$ cat src/design/jbru_pkg.sv
// Package for the JPEG bit reader with byte unstuffing.
// Holds the request/result structs, command and status codes and defaults.
// No dependencies.
`default_nettype none

package jbru_pkg;

  // Default sizes
  localparam int BUFFER_BITS_DEF      = 32;
  localparam int MAX_REQUEST_BITS_DEF = 16;

  // Field widths
  localparam int CMD_W   = 2;
  localparam int BYTE_W  = 8;
  localparam int COUNT_W = 5;
  localparam int BITS_W  = 16;
  localparam int STAT_W  = 2;
  localparam int AVAIL_W = 6;

  // Stream constants
  localparam int              BYTE_BITS   = 8;
  localparam int              AVAIL_MAX   = 63;
  localparam logic [BYTE_W-1:0] MARKER_BYTE = 8'hFF;
  localparam logic [BYTE_W-1:0] STUFF_BYTE  = 8'h00;

  typedef enum logic [CMD_W-1:0] {
    CMD_PUSH  = 2'd0,
    CMD_GET   = 2'd1,
    CMD_ALIGN = 2'd2
  } cmd_t;

  typedef enum logic [STAT_W-1:0] {
    ST_OK    = 2'd0,
    ST_SHORT = 2'd1,
    ST_FULL  = 2'd2
  } status_t;

  typedef struct packed {
    cmd_t                 command;
    logic [BYTE_W-1:0]    byte_value;
    logic [COUNT_W-1:0]   bit_count;
  } in_item_t;

  typedef struct packed {
    logic [BITS_W-1:0]    bits_value;
    status_t              status;
    logic [AVAIL_W-1:0]   bits_available;
  } out_item_t;

endpackage

`default_nettype wire

$ cat src/design/jbru_core.sv
// Bit buffer state and the single-pass command datapath.
// Depends on jbru_pkg.
`default_nettype none

module jbru_core #(
  parameter int BUFFER_BITS      = jbru_pkg::BUFFER_BITS_DEF,
  parameter int MAX_REQUEST_BITS = jbru_pkg::MAX_REQUEST_BITS_DEF
) (
  input  logic                clk,
  input  logic                rst_n,
  input  logic                exec,
  input  jbru_pkg::in_item_t  item,
  output jbru_pkg::out_item_t result
);
  import jbru_pkg::*;

  localparam int FILL_W = $clog2(BUFFER_BITS + 1);
  localparam int EXT_W  = (FILL_W > 7) ? FILL_W : 7;

  logic [BUFFER_BITS-1:0] buf_r, buf_nxt;
  logic [FILL_W-1:0]      fill_r, fill_nxt;
  logic                   marker_r, marker_nxt;

  logic [COUNT_W-1:0]     n_req;
  logic [FILL_W-1:0]      shift_amt;
  logic [BUFFER_BITS-1:0] shifted;
  logic [BITS_W:0]        mask_w;
  logic                   no_room;
  logic [BITS_W-1:0]      value;
  status_t                status;
  logic [EXT_W-1:0]       fill_ext;

  // Clamp the request and line up the front bits
  assign n_req     = (item.bit_count > COUNT_W'(MAX_REQUEST_BITS)) ?
                     COUNT_W'(MAX_REQUEST_BITS) : item.bit_count;
  assign shift_amt = fill_r - FILL_W'(n_req);
  assign shifted   = buf_r >> shift_amt;
  assign mask_w    = ((BITS_W+1)'(1) << n_req) - (BITS_W+1)'(1);
  assign no_room   = ({1'b0, fill_r} + (FILL_W+1)'(BYTE_BITS)) > (FILL_W+1)'(BUFFER_BITS);

  // Decode the command and form next state and result
  always_comb begin
    buf_nxt    = buf_r;
    fill_nxt   = fill_r;
    marker_nxt = marker_r;
    value      = '0;
    status     = ST_OK;
    unique case (item.command)
      CMD_PUSH: begin
        if (marker_r && (item.byte_value == STUFF_BYTE)) begin
          // drop the stuffed zero
          marker_nxt = 1'b0;
        end else if (no_room) begin
          status = ST_FULL;
        end else begin
          buf_nxt    = {buf_r[BUFFER_BITS-BYTE_BITS-1:0], item.byte_value};
          fill_nxt   = fill_r + FILL_W'(BYTE_BITS);
          marker_nxt = (item.byte_value == MARKER_BYTE);
        end
      end
      CMD_GET: begin
        if (n_req == '0) begin
          status = ST_OK;
        end else if (FILL_W'(n_req) > fill_r) begin
          status = ST_SHORT;
        end else begin
          value    = shifted[BITS_W-1:0] & mask_w[BITS_W-1:0];
          fill_nxt = shift_amt;
        end
      end
      CMD_ALIGN: begin
        fill_nxt = fill_r & ~FILL_W'(BYTE_BITS - 1);
      end
      default: begin
        status = ST_OK;
      end
    endcase
  end

  // Saturate the reported fill
  assign fill_ext              = EXT_W'(fill_nxt);
  assign result.bits_value     = value;
  assign result.status         = status;
  assign result.bits_available = (fill_ext > EXT_W'(AVAIL_MAX)) ?
                                 AVAIL_W'(AVAIL_MAX) : fill_ext[AVAIL_W-1:0];

  // Hold state; advance on each executed request
  always_ff @(posedge clk) begin
    if (!rst_n) begin
      buf_r    <= '0;
      fill_r   <= '0;
      marker_r <= 1'b0;
    end else if (exec) begin
      buf_r    <= buf_nxt;
      fill_r   <= fill_nxt;
      marker_r <= marker_nxt;
    end
  end

endmodule

`default_nettype wire

$ cat src/design/jpeg_bit_reader_unstuff_unit.sv
// A request is held in the input register, then its result in the result register, where
// it can be taken. Throughput: one request per cycle while the output is not stalled;
// the fill/shift datapath runs in a single pass.
// The input register keeps accepting while a result waits, stalling only when both are full.
// Reset (rst_n low, synchronous) empties both registers and clears the bit buffer,
// fill count and marker flag.
`default_nettype none

module jpeg_bit_reader_unstuff_unit #(
  parameter int BUFFER_BITS      = jbru_pkg::BUFFER_BITS_DEF,
  parameter int MAX_REQUEST_BITS = jbru_pkg::MAX_REQUEST_BITS_DEF
) (
  input  logic                clk,
  input  logic                rst_n,
  input  logic                in_valid,
  output logic                in_stall,
  input  jbru_pkg::in_item_t  in_item,
  output logic                out_valid,
  input  logic                out_stall,
  output jbru_pkg::out_item_t out_item
);
  import jbru_pkg::*;

  logic      in_valid_r;
  in_item_t  in_item_r;
  logic      out_valid_r;
  out_item_t out_item_r;
  out_item_t result;
  logic      out_free;
  logic      exec;
  logic      in_take;

  // Handshake control
  assign out_free = !out_valid_r || !out_stall;
  assign exec     = in_valid_r && out_free;
  assign in_stall = in_valid_r && !out_free;
  assign in_take  = in_valid && !in_stall;

  jbru_core #(
    .BUFFER_BITS      (BUFFER_BITS),
    .MAX_REQUEST_BITS (MAX_REQUEST_BITS)
  ) u_core (
    .clk    (clk),
    .rst_n  (rst_n),
    .exec   (exec),
    .item   (in_item_r),
    .result (result)
  );

  // Input register: hold while the result side is blocked
  always_ff @(posedge clk) begin
    if (!rst_n) begin
      in_valid_r <= 1'b0;
    end else if (!in_stall) begin
      in_valid_r <= in_valid;
    end
  end

  always_ff @(posedge clk) begin
    if (in_take) begin
      in_item_r <= in_item;
    end
  end

  // Result register: load on execute, drop once taken
  always_ff @(posedge clk) begin
    if (!rst_n) begin
      out_valid_r <= 1'b0;
    end else if (out_free) begin
      out_valid_r <= exec;
    end
  end

  always_ff @(posedge clk) begin
    if (exec) begin
      out_item_r <= result;
    end
  end

  assign out_valid = out_valid_r;
  assign out_item  = out_item_r;

endmodule

`default_nettype wire

$ cat config.mk
export PLATFORM = sky130hd
export DESIGN_NAME = jpeg_bit_reader_unstuff_unit
export DESIGN_NICKNAME = d
export VERILOG_FILES = /design/src/design/jbru_pkg.sv /design/src/design/jbru_core.sv /design/src/design/jpeg_bit_reader_unstuff_unit.sv
export SDC_FILE = /design/constraint.sdc
export NUM_CORES = 1
export LEC_CHECK = 0
export ABC_AREA = 1
export BUFFER_PORTS_ARGS = -buffer_cell sky130_fd_sc_hd__clkbuf_2
export CORE_MARGIN = 1.5
export CORE_UTILIZATION = 52
export CTS_CLUSTER_DIAMETER = 60
export DETAILED_ROUTE_END_ITERATION = 16
export PLACE_DENSITY = 0.71
export SYNTH_ARGS = -nofsm -noshare
export SYNTH_HDL_FRONTEND = slang
export SYNTH_HIERARCHICAL = 1
export SYNTH_SLANG_ARGS = --single-unit
$ cat constraint.sdc
create_clock -name clk -period 4.1 [get_ports clk]
set_input_delay 0.41 -clock clk [delete_from_list [all_inputs] [get_ports clk]]
set_output_delay 0.41 -clock clk [all_outputs]
set_load 0.1 [all_outputs]
# Word level (Yosys, flattened, before mapping)
# Index checks and enable logic that the tools add are counted.
op_classes:
  n_addsub: 4
  magnitude_cmp: 4
  n_eq_ne: 4
  shifts: 2
  muxes: 13
  bitwise: 4
  n_reduce_logical: 15
ops:
  columns: ["operator", "count"]
  rows:
  - ["32-bit by 6-bit right shift with 16-bit output", 1]
  - ["6-bit two-way mux", 4]
  - ["6-bit case mux with 3 select lines", 1]
  - ["16-bit AND", 1]
  - ["1-bit by 5-bit << shifter with 16-bit output, first input constant", 1]
  - ["16-bit by 2-bit subtractor with 16-bit output, second input constant", 1]
  - ["8-bit equality test, second input constant", 1]
  - ["8-bit zero test", 1]
  - ["6-bit by 4-bit adder with 7-bit output, second input constant", 1]
  - ["7-bit by 6-bit greater-than comparator with 1-bit output, second input constant", 1]
  - ["6-bit by 4-bit adder with 6-bit output, second input constant", 1]
  - ["5-bit by 6-bit greater-than comparator with 1-bit output", 1]
  - ["6-bit greater-than comparator, second input constant", 1]
  - ["2-bit two-way mux", 3]
  - ["6-bit by 5-bit subtractor with 6-bit output", 1]
  - ["5-bit greater-than comparator, second input constant", 1]
  - ["5-bit zero test", 1]
  - ["5-bit two-way mux", 1]
  - ["1-bit logical AND", 4]
  - ["1-bit zero test", 4]
  - ["2-bit case mux with 2 select lines", 1]
  - ["4-bit AND reduction", 1]
  - ["1-bit two-way mux", 3]
  - ["1-bit NOT", 3]
  - ["other kinds (7)", 7]
totals:
  ff_bits: 80
  inputBits: 19
  output_inout_bits: 26
  word_cells: 57

# Longest topological paths before layout
# Gate-level depths: netlist of run 1.
depth:
  word_depth: 7
  ltp_mapped: 17
  ltp_nobuf: 16

# By module
# The synthesis of run 1 kept the hierarchy.
modules_own_cells:
  columns: ["module", "instances", "cells_per_inst", "area_each_um2", "seq_area_each_um2"]
  rows:
  - ["jbru_core", 1, 723, 3946.3, 780.7]
  - ["jpeg_bit_reader_unstuff_unit", 1, 52, 1266.2, 1211.2]

# Worst setup path after synthesis of run 1
# Ideal clock, no wire load.
synth_timing:
  path_type: "register -> register"
  from: "register out_valid_r, in the netlist out_valid"
  to: "register u_core.buf_r[0]"
  setup_time_ps: 70
  t_arrival_ps: 3158
  required_ps: 4030
  path_slack_ps: 873
  path_stages_with_launch: 9
  path_buffers: 3
  period_less_slack_ps: 3227
  path_cell_list: "dfxtp_1 a21oi_1 clkbuf_1 inv_1 nor2_1 nand2_2 buf_2 buf_2 a21oi_1"
synth_via:
  elab_chain_len: 4
synth_lines:
  columns: ["item", "line_no", "source"]
  rows:
  - ["start: declaration", "jpeg_bit_reader_unstuff_unit.sv:26", "logic out_valid_r;"]
  - ["start signal: assignment", "jpeg_bit_reader_unstuff_unit.sv:68", "out_valid_r <= 1'b0;"]
  - ["start signal: assignment", "jpeg_bit_reader_unstuff_unit.sv:70", "out_valid_r <= exec;"]
  - ["1-bit zero test", "jpeg_bit_reader_unstuff_unit.sv:34", "assign out_free = !out_valid_r || !out_stall;"]
  - ["1-bit logical OR", "jpeg_bit_reader_unstuff_unit.sv:34", null]
  - ["1-bit logical AND", "jpeg_bit_reader_unstuff_unit.sv:35", "assign exec = in_valid_r && out_free;"]
  - ["named net exec", "jpeg_bit_reader_unstuff_unit.sv:30", "logic exec;"]
  - ["4-bit AND reduction (no source line)", null, null]
  - ["end signal: assignment", "jbru_core.sv:94", "buf_r <= buf_nxt;"]
  - ["end: declaration", "jbru_core.sv:20", "logic [BUFFER_BITS-1:0] buf_r, buf_nxt;"]
# The timed path passes the listed nets, and every way through them passes these cells.
# A chain may end at the register's enable or synchronous reset.

# Worst setup path in the final report of run 1
layout_timing:
  from: "register in_item_r[2] in the netlist's numbering"
  to: "register out_item_r, in the netlist out_item[12], data pin"
layout_via:
  elab_chain_len: 5
  word_cells_on_any_way: 10
  cone_classes: "add/sub (2); order compare (2); shift (2); mux (1); bitwise (1); reduce/logical (2)"
layout_lines:
  columns: ["item", "line_no", "source"]
  rows:
  - ["start: declaration", "jpeg_bit_reader_unstuff_unit.sv:25", "in_item_t in_item_r;"]
  - ["start signal: assignment", "jpeg_bit_reader_unstuff_unit.sv:61", "in_item_r <= in_item;"]
  - ["5-bit greater-than comparator", "jbru_core.sv:34", "assign n_req = (item.bit_count > COUNT_W'(MAX_REQUEST_BITS)) ?"]
  - ["5-bit two-way mux *", "jbru_core.sv:34", null]
  - ["6-bit by 5-bit subtractor with 6-bit output / 1-bit by 5-bit << shifter with 16-bit output (equally long branches)", "jbru_core.sv:36, jbru_core.sv:38", null]
  - ["32-bit by 6-bit right shift with 16-bit output / 16-bit by 2-bit subtractor with 16-bit output (equally long branches)", "jbru_core.sv:37, jbru_core.sv:38", null]
  - ["16-bit AND", "jbru_core.sv:67", "value = shifted[BITS_W-1:0] & mask_w[BITS_W-1:0];"]
  - ["end signal: assignment", "jpeg_bit_reader_unstuff_unit.sv:76", "out_item_r <= result;"]
  - ["end: declaration", "jpeg_bit_reader_unstuff_unit.sv:27", "out_item_t out_item_r;"]
# Mark *: on every way between the ends. The rest lies on a longest branch, timed or not.

==> reports/metrics.cfg, run 1 <==
[setup_path]
arrival_ps=3360
critPathMaxFanout=37
worst-setup-path-type=reg2reg
cp.required_ps=4220
critPathLaunchType=flip-flop
endpoint_kind=flip-flop
r2r_slack_ps=860

[cts]
cts_max_path_buffers=2
clkSinkCount=80
cts_root_buffer=clkbuf_8
cts_buffers=9
clk_pin_slew_worst_paths_ps=80
post_cts_buffers=0
cts_resized=0
cts_tree=done
cts_max_level=3
hold_buffers=0
insertion_delay_ps=370

[sta]
final_hold_viol_count=0
rsz0062_at_grt=no
final.setup_skew_ps=16.0
tns_ps=0
max_slew_margin_pct=39.5
whs_ps=216
fin_crit_ps=3240
period_share_pct=79.1
worstMarginPinSlew_ps=904
max_freq_mhz=308
setup_viol=0
maxSlewViolCount=0

[route]
drc=0
routed_wl_um=13000
via_per_inst=5.38
vias=5034
antenna_left=0
drt_iter0_drc=389
drt-wirelength-per-cell_um=14.0
dr.pass1.iters=5

[synthesis]
ys_ff_latch=80
netlist_area_sq_um=5210
syn_nets=802
synth_cell_types=34
yosysSeqAreaShare_pct=38.2
syn_inst=775
yosysWarnings=6
syn_avg_cell_area_sq_um=6.73

[grt]
grt_pass1_wl_um=21400
grt_max_degree=60
overflow=0
antenna_found_initial=0
grt_pass1_vias=4591
grt_usage_pct=26.2

[power]
p_per_area_nw_per_um2=422
power.share.switching_pct=42.7
peakVddDrop_mv=0.249
p_leak_nw=2.56
p_sw_w=0.00101
p_total_w=0.00237
power_frac_comb_pct=38.9
seq_power_share_pct=38.3
p_int_w=0.00136
clock_power_share_pct=22.8

[cells_and_area]
diodes=0
synthToLayoutAreaGrowth_pct=8.02
multiInputGateArea_sq_um=2730
num-fill-cells=999
drive_gt1_share_pct=11.1
mostFrequentLayoutCells=212 x nand2_1, 110 x nand3_1, 84 x o21ai_0
post-route-util_pct=57.9
final_nets=824
final_common_cell=nand2_1
seqCellArea_sq_um=1990
final_area_sq_um=5630

[floorplanning]
rows=36
chipHeight_um=103
io_pins=45
start_util_pct=53.6
die_x_um=103
coreArea_sq_um=9730
dieArea_sq_um=10600

[place]
hpwlAfterDp_um=9660
gp_congestion=0.933
portBuffers=44
placed_area_sq_um=5450

[job]
cap_violations=0

[outcome]
status=finished, final reports clean

[hold_path]
hold_path_class=in2reg

## synth_stat cells
library cell  count  share of area, %
o211ai_1          2              0.29
or2_2             2              0.24
xnor2_1           2              0.34
nand2_2           4              0.48
dfxtp_1          41                16
buf_4             4              0.58
nand2_1         212                15
nand3b_1          1              0.14
o21ai_0          84               8.1
o21ai_1           7              0.67
nand4_1           8              0.96
buf_2            17               1.6
nor2_2            2              0.24
a21oi_1          48               4.6
a311oi_1          1              0.17
nor3_2            2              0.38
nor2_1           56               4.0
clkbuf_1         16               1.2
ha_1              7               1.7
nand3_1         110                11
buf_6             1              0.22
or3_1             1              0.12
nor3_1           11               1.1
xor2_1            4              0.67
nand2_4           1              0.22
o21a_1            1              0.14
a21oi_2           1              0.17
o21ai_2           2              0.34
nand3_2           4              0.77
fa_1              1              0.38
inv_2             5              0.36
inv_1            77               5.5
edfxtp_1         39                22
xor2_2            1              0.31
## metrics by stage
stage | instances | worst slack, ps
global placement | 919 | 983
floorplan | 775 | 873
global route | 935 | 486
CTS | 935 | 884
detailed placement | 919 | 897
finish | 935 | 858
## sequential cells by signal (all words and copies together), names as in the netlist
| signal | cells |
|---|---|
| in_valid_r | 1 |
| u_core/marker_r | 1 |
| out_item | 24 |
| u_core/fill_r | 6 |
| out_valid | 1 |
| u_core/buf_r | 32 |
| in_item_r | 15 |
## kinds of logic (layout without fill, tap and decap cells)
kind of cell	Yosys count	in the layout	share of synthesized area [%]
and+or+nand+nor	414	414	34.5
AOI/OAI and AO/OA	146	146	14.5
buffers and inverters	120	147	9.48
DFF	80	80	38.2
adders and majority gates	8	8	2.06
xor gates and xnor gates	7	7	1.32
## final timing paths
check	start	endpoint	cells after the start
max	in_item_r[2]	out_item[12]	15
min	in_item[9]	in_item_r[9]	1
max reg2reg	in_item_r[2]	out_item[12]	15
min reg2reg	u_core/buf_r[27]	u_core/buf_r[27]	2
## worst max-delay path, stage by stage (launching register included)
cell and delay [ps]:
edfxtp_1 550, nor2_1 140, nand2_1 60, nand2_1 50, nand2_1 130, ha_1 410
a21oi_1 210, nand2_1 100, nand2_1 80, nand2_2 380, inv_2 450, nand3_1 120
nand3_1 110, nand2_1 80, nand2_1 70, nor2_1 40
## power groups by stage
stage	sequential, W	combinational, W	clock, W
finish	0.000909	0.000922	0.000542
global route	0.000916	0.00104	0.000593
CTS	0.000909	0.000911	0.000557
detailed placement	0.000928	0.000907	0
global placement	0.000926	0.000898	0
floorplan	0.00102	0.000644	0
## layout make-up
cell class / instances / share of cell area (%)
Multi-Input combinational cell: 575 / 48.5
Sequential cell: 80 / 35.4
Inverter: 82 / 5.47
Timing Repair Buffer: 49 / 4.58
Tap cell: 133 / 2.96
Clock buffer: 9 / 2.20
Clock inverter: 7 / 0.933
## metal layers
layer	vias up	GRT usage (%)	part of all wire, %
met4	0	9.77	2.8
met5	-	0	0
met1	2277	34.3	46
met3	30	6.31	4.9
met2	117	42.2	46
li1	2610	-	-
No activity file was read; power rests on OpenSTA's default activity.
==> run 2: changes to the inputs <==
==> constraint.sdc (replaced) <==
create_clock -name clk -period 3 [get_ports clk]
set_input_delay 0.3 -clock clk [delete_from_list [all_inputs] [get_ports clk]]
set_output_delay 0.3 -clock clk [all_outputs]
set_load 0.1 [all_outputs]
==> run 2 against run 1 <==
Effect of this change: clock skew is 4.9 ps lower; fmax is 16% higher; worst setup slack worse by 660 ps; critical path type unchanged; power rose by 43%; critical endpoint is now out_item[11]; final cell count increased by 1.6%.
==> reports/metrics.cfg, run 2 (synthesized netlist as in run 1, its figures left out) <==
[place]
hpwlAfterDp_um=9870
placed_area_sq_um=5570
gp_congestion=0.973
portBuffers=44

[cells_and_area]
diodes=0
seqCellArea_sq_um=1990
regMostFlops=u_core/buf_r
final_area_sq_um=5810
largest_reg_flops=32
drive_gt1_share_pct=12.9
multiInputGateArea_sq_um=2740
synthToLayoutAreaGrowth_pct=11.4
mostFrequentLayoutCells=212 x nand2_1, 110 x nand3_1, 84 x o21ai_0
num-fill-cells=955
final_nets=839
final_common_cell=nand2_1

[power]
p_per_area_nw_per_um2=586
p_sw_w=0.00140
peakVddDrop_mv=0.378
seq_power_share_pct=36.5
clock_power_share_pct=24.0
p_int_w=0.00200
power.share.switching_pct=41.2
p_leak_nw=2.64
p_total_w=0.00340
power_frac_comb_pct=39.5

[job]
cap_violations=0

[grt]
overflow=0
grt_usage_pct=26.6
grt_max_degree=61
grt_pass1_vias=4757
grt_pass1_wl_um=21700
antenna_found_initial=0

[route]
via_per_inst=5.42
vias=5147
drt-wirelength-per-cell_um=14.0
antenna_left=0
drt_iter0_drc=324
drc=0
routed_wl_um=13300
dr.pass1.iters=6

[setup_path]
worst-setup-path-type=reg2reg
endpoint_kind=flip-flop
cp.required_ps=3230
critPathMaxFanout=35
arrival_ps=3030
critPathLaunchType=flip-flop

[sta]
period_share_pct=93.5
fin_crit_ps=2810
max_slew_margin_pct=59.9
whs_ps=102
final.setup_skew_ps=11.1
tns_ps=0
max_freq_mhz=357
worstMarginPinSlew_ps=601
maxSlewViolCount=0
final_hold_viol_count=0
setup_viol=0
rsz0062_at_grt=yes

[cts]
cts_tree=done
cts_buffers=9
clk_pin_slew_worst_paths_ps=80
cts_root_buffer=clkbuf_8
cts_max_level=3
cts_max_path_buffers=2
insertion_delay_ps=370
clkSinkCount=80

[outcome]
status=finished, final reports clean

[floorplanning]
coreArea_sq_um=9730
die_x_um=103
rows=36
chipHeight_um=103
io_pins=45
dieArea_sq_um=10600
start_util_pct=53.6

[hold_path]
hold_path_class=in2reg

-- run 2: cell types whose count changed in the layout (fill, tap and decap cells not counted), sizes merged --
| cell | previous run | this run |
|---|---|---|
| clkinv | 3 | 4 |
| inv | 86 | 83 |
| buf | 5 | 20 |
| bufinv | 0 | 1 |
| clkinvlp | 0 | 1 |
-- run 2: power groups by stage --
stage	clock, W	combinational (W)	sequential [W]
4_1_cts	0.000840	0.00131	0.00124
2_1_floorplan	0	0.000881	0.00139
3_3_place_gp	0	0.00130	0.00126
3_5_place_dp	0	0.00131	0.00127
5_1_grt	0.000882	0.00151	0.00125
6_report	0.000818	0.00134	0.00124
-- run 2: path summary, 6_finish.rpt --
check | from | to | slack, ps | cells past startpoint
worst max register to register | in_item_r[4] | out_item[11] | 190 | 11
worst max-delay path | in_item_r[4] | out_item[11] | 190 | 11
worst min-delay path | in_item[9] | in_item_r[9] | 100 | 1
worst min register to register | u_core/buf_r[28] | u_core/buf_r[28] | 470 | 2
-- run 2: critical path, cell delays in order (launching register included) --
cell and delay (ps):
edfxtp_1 520, nor2_1 200, ha_1 160, inv_1 50
fa_1 540, buf_4 350, o21ai_0 170, o21ai_0 290
nand2_1 100, nand3_1 100, nand3_1 90, nor2_1 100
-- run 2: layout make-up --
class / instances / share of cell area, %
Clock buffer: 9 / 2.13
Clock inverter: 7 / 1.34
Tap cell: 133 / 2.86
Timing Repair Buffer: 64 / 6.81
Multi-Input combinational cell: 575 / 47.2
Sequential cell: 80 / 34.3
Inverter: 82 / 5.41
-- run 2: layer usage --
layer	GRT usage (%)	vias to the layer above	wire length, um
met1	33.9	2305	6020
met2	44.3	161	6140
met4	12.6	0	429
met3	4.07	39	666
li1	-	2642	-
met5	0	-	0
-- run 2: stage by stage --
step | util [%] | worst slack (ps) | cells
2_1_floorplan | - | 241 | 775
3_3_place_gp | 57.2 | 14.2 | 931
3_5_place_dp | 57.2 | 36.2 | 931
4_1_cts | 59.3 | 2.86 | 947
5_1_grt | 59.7 | -1.16 | 950
6_report | 59.7 | 195 | 950
-- run 2: what timing repair did --
action / in CTS / in global routing
hold buffers: 0 / 0
gates resized for setup: 0 / 4
setup endpoints to repair: 0 / 16
buffers inserted: 0 / 3
==> run 3: changes to the inputs <==
--- a/config.mk
+++ b/config.mk
@@ -11,7 +11,7 @@
 export CORE_UTILIZATION = 52
 export CTS_CLUSTER_DIAMETER = 60
 export DETAILED_ROUTE_END_ITERATION = 16
-export PLACE_DENSITY = 0.71
+export PLACE_DENSITY = 0.7
 export SYNTH_ARGS = -nofsm -noshare
 export SYNTH_HDL_FRONTEND = slang
 export SYNTH_HIERARCHICAL = 1
==> run 3 against run 2 <==
Effect of this change: non-clock buffer count is 8 higher; die area is the same; critical path depth did not move; first-iteration DRC count rose by 16%; largest cell class unchanged; largest power group unchanged.
==> reports/metrics.cfg, run 3 (synthesized netlist as in run 1, its figures left out) <==
[route]
drt-wirelength-per-cell_um=14.0
via_per_inst=5.42
antenna_left=0
drt_iter0_drc=376
drc=0
dr.pass1.iters=6
vias=5193
routed_wl_um=13400

[power]
p_leak_nw=2.68
peakVddDrop_mv=0.359
p_total_w=0.00341
p_per_area_nw_per_um2=584

[cts]
insertion_delay_ps=370
cts_tree=done
clkSinkCount=80
cts_buffers=9
hold_buffers=0
cts_max_level=3
cts_root_buffer=clkbuf_8
cts_max_path_buffers=2
clk_pin_slew_worst_paths_ps=90

[sta]
whs_ps=92.0
setup_viol=0
maxSlewViolCount=0
period_share_pct=94.3
final.setup_skew_ps=10.1
max_slew_margin_pct=59.3
final_hold_viol_count=0
max_freq_mhz=353
tns_ps=0
worstMarginPinSlew_ps=610
fin_crit_ps=2830

[cells_and_area]
regMostFlops=u_core/buf_r
diodes=0
drive_gt1_share_pct=13.8
multiInputGateArea_sq_um=2740
seqCellArea_sq_um=1990
num-fill-cells=969
final_nets=847
mostFrequentLayoutCells=212 x nand2_1, 110 x nand3_1, 84 x o21ai_0
largest_reg_flops=32
final_common_cell=nand2_1
synthToLayoutAreaGrowth_pct=12.1

[setup_path]
arrival_ps=3070
crit_path_end=out_item[15]
cp_cell_sequence=nor2_2 -> inv_1 -> fa_1 -> xor2_2 -> buf_4 -> nand3_1 -> nand2_1 -> nor2_1 -> o21ai_0 -> nand3_1 -> nor2_1
critPathLaunchType=flip-flop
startpoint=in_item_r[4]
critPathMaxFanout=33
r2r-start=in_item_r[4]
cp_top_family=simple AND/OR/NAND/NOR gates
cpPeakStageDelay_ps=500
critPathBufInv=2
cp_num_cells=11
rr_worst_depth=11
endpoint_kind=flip-flop
r2r_slack_ps=170
worst-setup-path-type=reg2reg
cp.required_ps=3240
cp_slowest_cell=edfxtp_1
r2r-end=out_item[15]

[grt]
grt_pass1_wl_um=22300
grt_usage_pct=27.3
overflow=0
antenna_found_initial=0
grt_max_degree=59
grt_pass1_vias=4844

[floorplanning]
die_x_um=103
chipHeight_um=103
dieArea_sq_um=10600
start_util_pct=53.6
io_pins=45
coreArea_sq_um=9730
rows=36

[place]
hpwlAfterDp_um=10000
gp_congestion=0.914
portBuffers=44

[job]
cap_violations=0

[outcome]
status=finished, final reports clean

[hold_path]
hold_path_class=in2reg

-- run 3: cell count changes in the layout (fill, tap and decap cells not counted), sizes merged --
cell / delta
inv: +1
buf: +8
clkinv: -1
-- run 3: final cells by class --
type | count | area share (%)
Clock inverter | 7 | 1.31
Multi-Input combinational cell | 575 | 46.9
Clock buffer | 9 | 2.12
Timing Repair Buffer | 72 | 7.36
Tap cell | 133 | 2.85
Inverter | 82 | 5.42
Sequential cell | 80 | 34.1
-- run 3: worst min-delay path by stage --
stage / startpoint / endpoint / cells after the start
finish: in_item[8] / in_item_r[8] / 1
floorplan: in_item[0] / in_item_r[0] / 0
CTS: in_item[12] / in_item_r[12] / 1
global route: in_item[8] / in_item_r[8] / 1
global placement: u_core/marker_r / u_core/marker_r / 2
detailed placement: u_core/buf_r[26] / u_core/buf_r[26] / 2
-- run 3: metal layers --
layer  GRT usage, %  up-vias  wire length, um
met3           5.08       32              651
met5              0        -                0
li1               -     2651                -
met4           12.8        0              394
met1           36.1     2344             6110
met2           43.5      166             6240
-- run 3: stage by stage --
step / util, % / instances / cell area [sq um] / setup WS [ps]
final: 60.1 / 958 / 5850 / 170
after global routing: 60.1 / 958 / 5850 / -18.9
after CTS: 59.2 / 949 / 5760 / 186
after detailed placement: 57.1 / 933 / 5560 / 4.04
after global placement: 57.1 / 933 / 5560 / -2.91
after floorplan: - / 775 / 5220 / 241
-- run 3: power by group --
group | internal [W] | switching, W
Sequential | 0.00120 | 0.0000390
Clock | 0.000392 | 0.000439
Combinational | 0.000401 | 0.000936
Total | 0.00200 | 0.00141
-- run 3: worst reg2reg max path, stage by stage (launching register included) --
cell,delay (ps)
edfxtp_1,500
nor2_2,240
inv_1,150
fa_1,490
xor2_2,260
buf_4,360
nand3_1,140
nand2_1,140
nor2_1,60
o21ai_0,160
nand3_1,120
nor2_1,90
-- run 3: repair_timing --
action,CTS,global route
buffers inserted,0,9
setup endpoints to repair,1,9
hold endpoints to repair,0,0
gates resized for setup,1,6
pin swaps,0,1
cloned,0,0
